==> config.mk <==
export PLATFORM = sky130hd
export DESIGN_NAME = red_boost_color_remap
export DESIGN_NICKNAME = d
export VERILOG_FILES = /design/src/hdl/rbcr_pkg.sv /design/src/hdl/red_boost_color_remap.sv /design/src/hdl/rbcr_front.sv /design/src/hdl/rbcr_spill.sv /design/src/hdl/rbcr_green.sv
export SDC_FILE = /design/constraint.sdc
export NUM_CORES = 2
export LEC_CHECK = 0
export ABC_CLOCK_PERIOD_IN_PS = 20600
export BUFFER_PORTS_ARGS = -buffer_cell sky130_fd_sc_hd__clkbuf_2
export CORE_MARGIN = 2
export CORE_UTILIZATION = 58
export CTS_CLUSTER_DIAMETER = 80
export DETAILED_ROUTE_END_ITERATION = 10
export PLACE_DENSITY = 0.76
export SYNTH_ARGS = -nofsm -noshare
export SYNTH_HDL_FRONTEND = slang
export SYNTH_SLANG_ARGS = --single-unit
==> constraint.sdc <==
create_clock -name aclk -period 20.6 [get_ports aclk]
set_input_delay 6.18 -clock aclk [delete_from_list [all_inputs] [get_ports aclk]]
set_output_delay 6.18 -clock aclk [all_outputs]
set_load 0.005 [all_outputs]
==> src/hdl/rbcr_pkg.sv <==
// Shared types and constants for the red boost color remap pipeline.
package rbcr_pkg;

    localparam int CH_W      = 8;                      // one color channel
    localparam int CH_MAX    = 255;                    // largest channel value
    localparam int FACTOR_W  = 10;                     // recolor_factor width
    localparam int THRESH_W  = 9;                      // hue_threshold / mono_ignore width
    localparam int CFG_DW    = 10;                     // widest register
    localparam int X_W       = 12;                     // excess fed to a spill unit
    localparam int SQ_W      = 2 * X_W + 1;            // x*x plus rounding bias
    localparam int QE_W      = SQ_W + 9 - 16;          // quotient estimate width
    localparam int SPILL_W   = 17;                     // spill amount width
    localparam int DIV_BIAS  = (CH_MAX - 1) / 2;       // half-up rounding for /255

    typedef enum logic [1:0] {
        REG_RECOLOR_FACTOR = 2'd0,
        REG_HUE_THRESHOLD  = 2'd1,
        REG_DECAY_MODE     = 2'd2,
        REG_MONO_IGNORE    = 2'd3
    } cfg_index_t;

    typedef struct packed {
        logic [CH_W-1:0] red_in;
        logic [CH_W-1:0] green_in;
        logic [CH_W-1:0] blue_in;
    } pix_in_t;

    typedef struct packed {
        logic [CH_W-1:0] red_out;
        logic [CH_W-1:0] green_out;
        logic [CH_W-1:0] blue_out;
        logic            was_changed;
    } pix_out_t;

    typedef struct packed {
        logic [FACTOR_W-1:0] recolor_factor;
        logic [THRESH_W-1:0] hue_threshold;
        logic                decay_mode;
        logic [THRESH_W-1:0] mono_ignore;
    } cfg_t;

    // Pixel as it travels down the pipeline between the spill stages.
    typedef struct packed {
        logic [CH_W-1:0] red;
        logic [CH_W-1:0] green;
        logic [CH_W-1:0] blue;
        logic            changed;
    } side_t;

endpackage

==> src/hdl/red_boost_color_remap.sv <==
// Top level of the red boost color remap pipeline.
// Usage:
//   s_valid/s_ready/s_data carry one RGB pixel per transaction; m_valid/m_ready/m_data
//   return the recolored pixel and a was_changed flag, one result per input, in order.
//   cfg_wr_en/cfg_index/cfg_wr_data write one register per cycle; the user must write
//   them only while the pipe is idle, which the block itself does not enforce.
// Pipeline: ten register stages (front 2, red spill 3, green 1, blue spill 3, output
//   register 1).
// Throughput: one pixel per cycle while the output is not stalled; every stage is a
//   register pair, the two squared-spill units each hold a 12x12 multiplier, a x257
//   shift-add and a single correction step.
// Stall: all stages advance together; while m_valid is high and m_ready is low
//   the whole pipe holds and s_ready drops, so nothing is dropped or repeated.
// Reset: aresetn low empties every stage and loads the register defaults
//   (factor 128, threshold 256 so no boost, linear spill, mono skip off).
module red_boost_color_remap (
    input  logic                            aclk,
    input  logic                            aresetn,
    input  logic                            s_valid,
    output logic                            s_ready,
    input  rbcr_pkg::pix_in_t               s_data,
    output logic                            m_valid,
    input  logic                            m_ready,
    output rbcr_pkg::pix_out_t              m_data,
    input  logic                            cfg_wr_en,
    input  rbcr_pkg::cfg_index_t            cfg_index,
    input  logic [rbcr_pkg::CFG_DW-1:0]     cfg_wr_data
);
    import rbcr_pkg::*;

    cfg_t               cfg_reg;
    logic               en;

    logic               front_v, sa_v, gr_v, sb_v;
    side_t              front_side, sa_side, gr_side, sb_side;
    logic [X_W-1:0]     front_x, gr_x;
    logic [SPILL_W-1:0] sa_spill, sb_spill;

    logic [SPILL_W-1:0] blue_w;
    pix_out_t           out_next;
    logic               m_valid_reg;
    pix_out_t           m_data_reg;

    // Configuration registers; indexes come from the package enum.
    always_ff @(posedge aclk) begin
        if (!aresetn) begin
            cfg_reg.recolor_factor <= FACTOR_W'(128);
            cfg_reg.hue_threshold  <= THRESH_W'(256);
            cfg_reg.decay_mode     <= 1'b0;
            cfg_reg.mono_ignore    <= '0;
        end else if (cfg_wr_en) begin
            case (cfg_index)
                REG_RECOLOR_FACTOR: begin
                    cfg_reg.recolor_factor <= cfg_wr_data[FACTOR_W-1:0];
                end
                REG_HUE_THRESHOLD: begin
                    cfg_reg.hue_threshold <= cfg_wr_data[THRESH_W-1:0];
                end
                REG_DECAY_MODE: begin
                    cfg_reg.decay_mode <= cfg_wr_data[0];
                end
                REG_MONO_IGNORE: begin
                    cfg_reg.mono_ignore <= cfg_wr_data[THRESH_W-1:0];
                end
                default: begin
                    cfg_reg <= cfg_reg;
                end
            endcase
        end
    end

    // Advance the whole pipe unless the output holds a result nobody takes.
    assign en      = !m_valid_reg || m_ready;
    assign s_ready = en;

    rbcr_front u_front (
        .aclk     (aclk),
        .aresetn  (aresetn),
        .en       (en),
        .cfg      (cfg_reg),
        .v_in     (s_valid),
        .pix_in   (s_data),
        .v_out    (front_v),
        .side_out (front_side),
        .x_out    (front_x)
    );

    // Red excess spills into green.
    rbcr_spill u_spill_red (
        .aclk       (aclk),
        .aresetn    (aresetn),
        .en         (en),
        .decay_mode (cfg_reg.decay_mode),
        .v_in       (front_v),
        .side_in    (front_side),
        .x_in       (front_x),
        .v_out      (sa_v),
        .side_out   (sa_side),
        .spill_out  (sa_spill)
    );

    rbcr_green u_green (
        .aclk     (aclk),
        .aresetn  (aresetn),
        .en       (en),
        .v_in     (sa_v),
        .side_in  (sa_side),
        .spill_in (sa_spill),
        .v_out    (gr_v),
        .side_out (gr_side),
        .x_out    (gr_x)
    );

    // Green deficit spills into blue.
    rbcr_spill u_spill_green (
        .aclk       (aclk),
        .aresetn    (aresetn),
        .en         (en),
        .decay_mode (cfg_reg.decay_mode),
        .v_in       (gr_v),
        .side_in    (gr_side),
        .x_in       (gr_x),
        .v_out      (sb_v),
        .side_out   (sb_side),
        .spill_out  (sb_spill)
    );

    // Blue floor at zero, then the output register.
    always_comb begin
        blue_w               = SPILL_W'(sb_side.blue);
        out_next.red_out     = sb_side.red;
        out_next.green_out   = sb_side.green;
        out_next.was_changed = sb_side.changed;
        if (sb_spill > blue_w) begin
            out_next.blue_out = '0;
        end else begin
            out_next.blue_out = sb_side.blue - sb_spill[CH_W-1:0];
        end
    end

    always_ff @(posedge aclk) begin
        if (!aresetn) begin
            m_valid_reg <= 1'b0;
        end else if (en) begin
            m_valid_reg <= sb_v;
        end
    end

    always_ff @(posedge aclk) begin
        if (en) begin
            m_data_reg <= out_next;
        end
    end

    assign m_valid = m_valid_reg;
    assign m_data  = m_data_reg;

endmodule

==> src/hdl/rbcr_front.sv <==
// Front end: skip and boost decision, red scaling, saturation and excess.
module rbcr_front (
    input  logic                      aclk,
    input  logic                      aresetn,
    input  logic                      en,
    input  rbcr_pkg::cfg_t            cfg,
    input  logic                      v_in,
    input  rbcr_pkg::pix_in_t         pix_in,
    output logic                      v_out,
    output rbcr_pkg::side_t           side_out,
    output logic [rbcr_pkg::X_W-1:0]  x_out
);
    import rbcr_pkg::*;

    localparam int FAC_W  = FACTOR_W + 1;
    localparam int PROD_W = CH_W + FAC_W;
    localparam int RV_W   = PROD_W - 8;

    function automatic logic [CH_W-1:0] abs_diff(input logic [CH_W-1:0] a,
                                                 input logic [CH_W-1:0] b);
        return (a > b) ? (a - b) : (b - a);
    endfunction

    logic [CH_W-1:0]     d_rg, d_gb, d_br;
    logic                mono_on, skip, hue_on, boost_next;
    logic [THRESH_W-1:0] mono_span, hue_span;
    logic [16:0]         mono_tol, hue_lim;
    logic [FAC_W-1:0]    fac;
    logic [PROD_W-1:0]   prod_next;

    logic                v1_reg;
    pix_in_t             pix1_reg;
    logic                boost1_reg;
    logic [PROD_W-1:0]   prod1_reg;

    logic [PROD_W-1:0]   rnd;
    logic [RV_W-1:0]     rv, over;
    logic                sat;
    side_t               side_next;
    logic [X_W-1:0]      x_next;

    logic                v2_reg;
    side_t               side2_reg;
    logic [X_W-1:0]      x2_reg;

    // Stage 1: decisions and the red product.
    always_comb begin
        d_rg      = abs_diff(pix_in.red_in, pix_in.green_in);
        d_gb      = abs_diff(pix_in.green_in, pix_in.blue_in);
        d_br      = abs_diff(pix_in.blue_in, pix_in.red_in);
        mono_on   = !cfg.mono_ignore[THRESH_W-1] && (cfg.mono_ignore != '0);
        mono_span = THRESH_W'(256) - cfg.mono_ignore;
        mono_tol  = {mono_span, 8'h00} - 17'(mono_span);
        skip      = mono_on
                    && ({1'b0, d_rg, 8'h00} <= mono_tol)
                    && ({1'b0, d_gb, 8'h00} <= mono_tol)
                    && ({1'b0, d_br, 8'h00} <= mono_tol);
        hue_on    = !cfg.hue_threshold[THRESH_W-1];
        hue_span  = THRESH_W'(256) - cfg.hue_threshold;
        hue_lim   = {hue_span, 8'h00} - 17'(hue_span);
        boost_next = !skip && hue_on && ({1'b0, d_rg, 8'h00} < hue_lim);
        fac       = FAC_W'(256) + FAC_W'(cfg.recolor_factor);
        prod_next = PROD_W'(pix_in.red_in) * PROD_W'(fac);
    end

    always_ff @(posedge aclk) begin
        if (!aresetn) begin
            v1_reg <= 1'b0;
        end else if (en) begin
            v1_reg <= v_in;
        end
    end

    always_ff @(posedge aclk) begin
        if (en) begin
            pix1_reg   <= pix_in;
            boost1_reg <= boost_next;
            prod1_reg  <= prod_next;
        end
    end

    // Stage 2: round, saturate, compute excess over full scale.
    always_comb begin
        rnd  = prod1_reg + PROD_W'(128);
        rv   = rnd[PROD_W-1:8];
        sat  = rv > RV_W'(CH_MAX);
        over = rv - RV_W'(CH_MAX);
        side_next.green   = pix1_reg.green_in;
        side_next.blue    = pix1_reg.blue_in;
        side_next.changed = boost1_reg;
        if (!boost1_reg) begin
            side_next.red = pix1_reg.red_in;
        end else if (sat) begin
            side_next.red = CH_W'(CH_MAX);
        end else begin
            side_next.red = rv[CH_W-1:0];
        end
        x_next = (boost1_reg && sat) ? X_W'(over) : '0;
    end

    always_ff @(posedge aclk) begin
        if (!aresetn) begin
            v2_reg <= 1'b0;
        end else if (en) begin
            v2_reg <= v1_reg;
        end
    end

    always_ff @(posedge aclk) begin
        if (en) begin
            side2_reg <= side_next;
            x2_reg    <= x_next;
        end
    end

    assign v_out    = v2_reg;
    assign side_out = side2_reg;
    assign x_out    = x2_reg;

endmodule

==> src/hdl/rbcr_spill.sv <==
// Spill unit: linear or rounded x*x/255 amount, three register stages.
module rbcr_spill (
    input  logic                          aclk,
    input  logic                          aresetn,
    input  logic                          en,
    input  logic                          decay_mode,
    input  logic                          v_in,
    input  rbcr_pkg::side_t               side_in,
    input  logic [rbcr_pkg::X_W-1:0]      x_in,
    output logic                          v_out,
    output rbcr_pkg::side_t               side_out,
    output logic [rbcr_pkg::SPILL_W-1:0]  spill_out
);
    import rbcr_pkg::*;

    localparam int SC_W  = SQ_W + 9;
    localparam int REM_W = QE_W + 8;

    logic [2*X_W-1:0]   sq;
    logic [SQ_W-1:0]    m_next;
    logic [SC_W-1:0]    scaled;
    logic [QE_W-1:0]    qe_next;
    logic [REM_W-1:0]   qe_x255, rem;
    logic [QE_W-1:0]    q;
    logic [SPILL_W-1:0] spill_next;

    logic               v1_reg, v2_reg, v3_reg;
    side_t              side1_reg, side2_reg, side3_reg;
    logic [X_W-1:0]     x1_reg, x2_reg;
    logic [SQ_W-1:0]    m1_reg, m2_reg;
    logic [QE_W-1:0]    qe2_reg;
    logic [SPILL_W-1:0] spill3_reg;

    // Stage 1: square plus rounding bias; floor((2x^2+255)/510) = floor((x^2+127)/255).
    always_comb begin
        sq     = (2*X_W)'(x_in) * (2*X_W)'(x_in);
        m_next = SQ_W'(sq) + SQ_W'(DIV_BIAS);
    end

    // Stage 2: quotient estimate m*257/65536, low by at most one.
    always_comb begin
        scaled  = SC_W'({m1_reg, 8'h00}) + SC_W'(m1_reg);
        qe_next = scaled[SC_W-1:16];
    end

    // Stage 3: one correction step, then pick the rule.
    always_comb begin
        qe_x255    = {qe2_reg, 8'h00} - REM_W'(qe2_reg);
        rem        = REM_W'(m2_reg) - qe_x255;
        q          = (rem >= REM_W'(CH_MAX)) ? (qe2_reg + QE_W'(1)) : qe2_reg;
        spill_next = decay_mode ? SPILL_W'(q) : SPILL_W'(x2_reg);
    end

    always_ff @(posedge aclk) begin
        if (!aresetn) begin
            v1_reg <= 1'b0;
            v2_reg <= 1'b0;
            v3_reg <= 1'b0;
        end else if (en) begin
            v1_reg <= v_in;
            v2_reg <= v1_reg;
            v3_reg <= v2_reg;
        end
    end

    always_ff @(posedge aclk) begin
        if (en) begin
            side1_reg  <= side_in;
            x1_reg     <= x_in;
            m1_reg     <= m_next;
            side2_reg  <= side1_reg;
            x2_reg     <= x1_reg;
            m2_reg     <= m1_reg;
            qe2_reg    <= qe_next;
            side3_reg  <= side2_reg;
            spill3_reg <= spill_next;
        end
    end

    assign v_out     = v3_reg;
    assign side_out  = side3_reg;
    assign spill_out = spill3_reg;

endmodule

==> src/hdl/rbcr_green.sv <==
// Green stage: subtract the red excess spill, floor at zero, emit the deficit.
module rbcr_green (
    input  logic                          aclk,
    input  logic                          aresetn,
    input  logic                          en,
    input  logic                          v_in,
    input  rbcr_pkg::side_t               side_in,
    input  logic [rbcr_pkg::SPILL_W-1:0]  spill_in,
    output logic                          v_out,
    output rbcr_pkg::side_t               side_out,
    output logic [rbcr_pkg::X_W-1:0]      x_out
);
    import rbcr_pkg::*;

    logic [SPILL_W-1:0] green_w, deficit;
    side_t              side_next;
    logic [X_W-1:0]     x_next;

    logic               v_reg;
    side_t              side_reg;
    logic [X_W-1:0]     x_reg;

    always_comb begin
        green_w   = SPILL_W'(side_in.green);
        deficit   = spill_in - green_w;
        side_next = side_in;
        if (spill_in > green_w) begin
            side_next.green = '0;
            x_next          = X_W'(deficit);
        end else begin
            side_next.green = side_in.green - spill_in[CH_W-1:0];
            x_next          = '0;
        end
    end

    always_ff @(posedge aclk) begin
        if (!aresetn) begin
            v_reg <= 1'b0;
        end else if (en) begin
            v_reg <= v_in;
        end
    end

    always_ff @(posedge aclk) begin
        if (en) begin
            side_reg <= side_next;
            x_reg    <= x_next;
        end
    end

    assign v_out    = v_reg;
    assign side_out = side_reg;
    assign x_out    = x_reg;

endmodule

==> impl_metrics.py <==
metrics = {
    "status": {
        "status": "completed",
    },
    "cts": {
        "clockBufferDepth": 3,
        "clk_pin_slew_worst_paths_ns": 0.06,
        "numCtsBuffers": 58,
        "cts_hold_buffers": 0,
        "clk-insertion-delay-late_ns": 0.63,
        "post_cts_buffers": 0,
        "clockRootBuffer": "clkbuf_16",
        "cts_tree": "done",
        "h-tree-depth": 2,
        "cts.sinks": 533,
        "cts_resized": 0,
    },
    "detailed_routing": {
        "drc": 0,
        "drt_wl_total_um": 77100,
        "first_iter_violations": 2050,
        "avgRoutedWirePerCell_um": 16.8,
        "routed_via_density": 5.57,
        "vias": 25500,
        "ant_nets": 0,
        "drtPass1Iterations": 6,
    },
    "global_route": {
        "grt_pass1_vias": 25200,
        "grtUsageTotal_pct": 22.9,
        "grt.overflow.total": 0,
        "antenna_found_initial": 4,
        "grt_max_degree": 137,
        "grt_pass1_wl_um": 126000,
    },
    "timing": {
        "slew_violations": 0,
        "fmax_mhz": 74.6,
        "rsz0062_at_grt": "false",
        "tns_ns": 0,
        "period_share_pct": 65.1,
        "period_minus_slack_ns": 13.41,
        "slew_headroom_pct": 28.1,
        "setup_viol": 0,
        "timing.final.hold_violations": 0,
        "worst_pin_slew_ns": 1.08,
        "fin_skew_ns": 0.0352,
        "final.setup.worst_slack_ns": 7.19,
    },
    "floorplan": {
        "start_util_pct": 58.7,
        "ios": 68,
        "placementRows": 94,
        "coreArea_um2": 65700,
        "die_x_um": 262,
        "dieArea_um2": 68600,
        "die_h_um": 262,
    },
    "finish": {
        "fill_cells": 5129,
        "largest_reg_flops": 29,
        "layout-drive-gt1-share_pct": 6.01,
        "layoutNonFillerInstCount": 4576,
        "post-route-util_pct": 63.5,
        "multiInputGateArea_um2": 20400,
        "nNetsFinal": 4327,
        "synthToLayoutAreaGrowth_pct": 8.16,
        "postLayoutCellArea_um2": 41700,
        "seq_area_um2": 15600,
    },
    "synth": {
        "yosys-top-cells-area": "edfxtp_1 (38%), ha_1 (13%), fa_1 (12%), inv_1 (5.7%), nand2_1 (2.8%)",
        "synth_fp_nets": 4285,
        "avgSynthCellArea_um2": 10.7,
        "yosysWarnings": 0,
        "ys_ff_latch": 533,
        "async_flop_share_pct": 0,
        "synth_top_area_cell": "edfxtp_1",
        "synthFlopType": "edfxtp_1",
        "synth_cell_types": 86,
        "synth_top_cell_area_share_pct": 38.5,
        "ys_seq_area_share_pct": 40.5,
        "syn_area_um2": 38600,
        "synthTopCellsByCount": "inv_1 (589), edfxtp_1 (494), ha_1 (392), nand2_1 (289), fa_1 (231)",
        "synth_edf_count": 494,
        "netlist_instances": 3621,
        "synth_most_common_cell": "inv_1",
    },
    "critical_path": {
        "startpoint_type": "input pin",
        "crit_type": "input pin to output port",
        "worstPathRequired_ns": 14.42,
        "worstPathMaxFanout": 136,
        "crit_start": "m_ready",
        "cp-end-kind": "output port",
        "reg2reg_depth": 23,
        "critical_path_arrival_ns": 7.23,
        "timing.rr.end": "u_spill_green.m1_reg[24]",
        "r2r-start": "u_green.x_out[0]",
        "crit_end": "s_ready",
        "rrSetupSlack_ns": 13.83,
    },
    "power": {
        "ir_drop_v": 0.0000735,
        "leakagePower_nw": 19.5,
        "power_density_nw_per_um2": 78.7,
    },
    "place": {
        "gp_congestion": 0.901,
        "post-dp-hpwl_um": 57600,
        "place_area_um2": 39700,
        "io_buffers": 67,
        "dp_slack_ns": 7.21,
        "placedCellCount": 4467,
    },
    "min_path": {
        "hp-class": "register to register",
    },
    "job": {
        "cap_violations": 0,
    },
}
[per-stage QoR]
step / hold WS [ns] / total power [mW]
after global placement: 0.401 / 2.20
after global routing: 0.411 / 3.46
after CTS: 0.404 / 3.30
after detailed placement: 0.405 / 2.22
final: 0.398 / 3.28
after floorplan: 0.400 / 2.01
[power breakdown]
group / internal (mW) / total, mW / switching (mW) / leakage (nW)
registers: 1.29 / 1.35 / 0.0654 / 5.88
clock network: 0.636 / 1.07 / 0.434 / 0.971
logic: 0.372 / 0.864 / 0.492 / 12.7
[logic make-up (layout without fill, tap and decap cells)]
group                      count (synthesis)  count (layout)  synth area share (%)
muxes                                     70              70                  1.87
AOI/OAI and AO/OA                        552             552                  9.71
other                                      1               2               0.00972
adders and majority gates                624             624                  24.7
and+or+nand+nor                          978             978                  12.4
xor gates and xnor gates                 178             178                  4.04
buffers and inverters                    685             775                  6.70
DFF                                      533             533                  40.5
[cell usage in the layout, fill, tap and decap left out, types with 38 or more instances in the layout]
cell	instances
nor2b_1	55
mux2i_1	52
nor2_1	216
a21oi_1	121
nor3_1	50
a21o_1	57
o21ai_0	96
xnor2_1	109
clkbuf_16	61
nand2_1	289
inv_1	589
nand4_1	42
fa_1	231
nand2b_1	39
edfxtp_1	494
and2_1	109
clkbuf_2	67
xor2_1	69
nand3_1	63
ha_1	392
dfxtp_1	38
[final cells by class]
cell class                      instances  share of cell area (%)
Sequential cell                       533                    37.4
Antenna cell                            1                 0.00600
Tap cell                              864                    2.59
Clock inverter                         38                    1.04
Timing Repair Buffer                   76                   0.966
Inverter                              591                    5.36
Clock buffer                           70                    3.76
Multi-Input combinational cell       2403                    48.8
[critical path: stages]
cell	delay, ns
clkbuf_2	0.08
nor2b_1	0.03
buf_4	0.19
inv_16	0.28
clkbuf_2	0.23
[routing by layer]
metal	global-route usage (%)	part of all wire [%]	up-vias	routed length [um]
met1	31.1	44	12200	34200
met4	7.67	3.0	4	2280
li1	-	-	12500	-
met3	2.91	4.8	132	3670
met2	38.4	48	616	36900
met5	0	0.032	-	25
[worst min path at each step]
stage / start / to / slack, ns / depth (start not counted)
floorplan: u_spill_green.side_out[0] / m_data[0] / 0.40 / 0
global placement: u_spill_green.x1_reg[0] / u_spill_green.x2_reg[0] / 0.40 / 0
detailed placement: u_front.pix1_reg[1] / u_front.side_out[2] / 0.40 / 0
CTS: u_spill_red.side_out[2] / u_green.side_out[2] / 0.40 / 0
global route: u_green.side_out[7] / u_spill_green.side1_reg[7] / 0.41 / 0
finish: u_spill_red.side_out[2] / u_green.side_out[2] / 0.40 / 0
(Power assumes the default switching activity.)
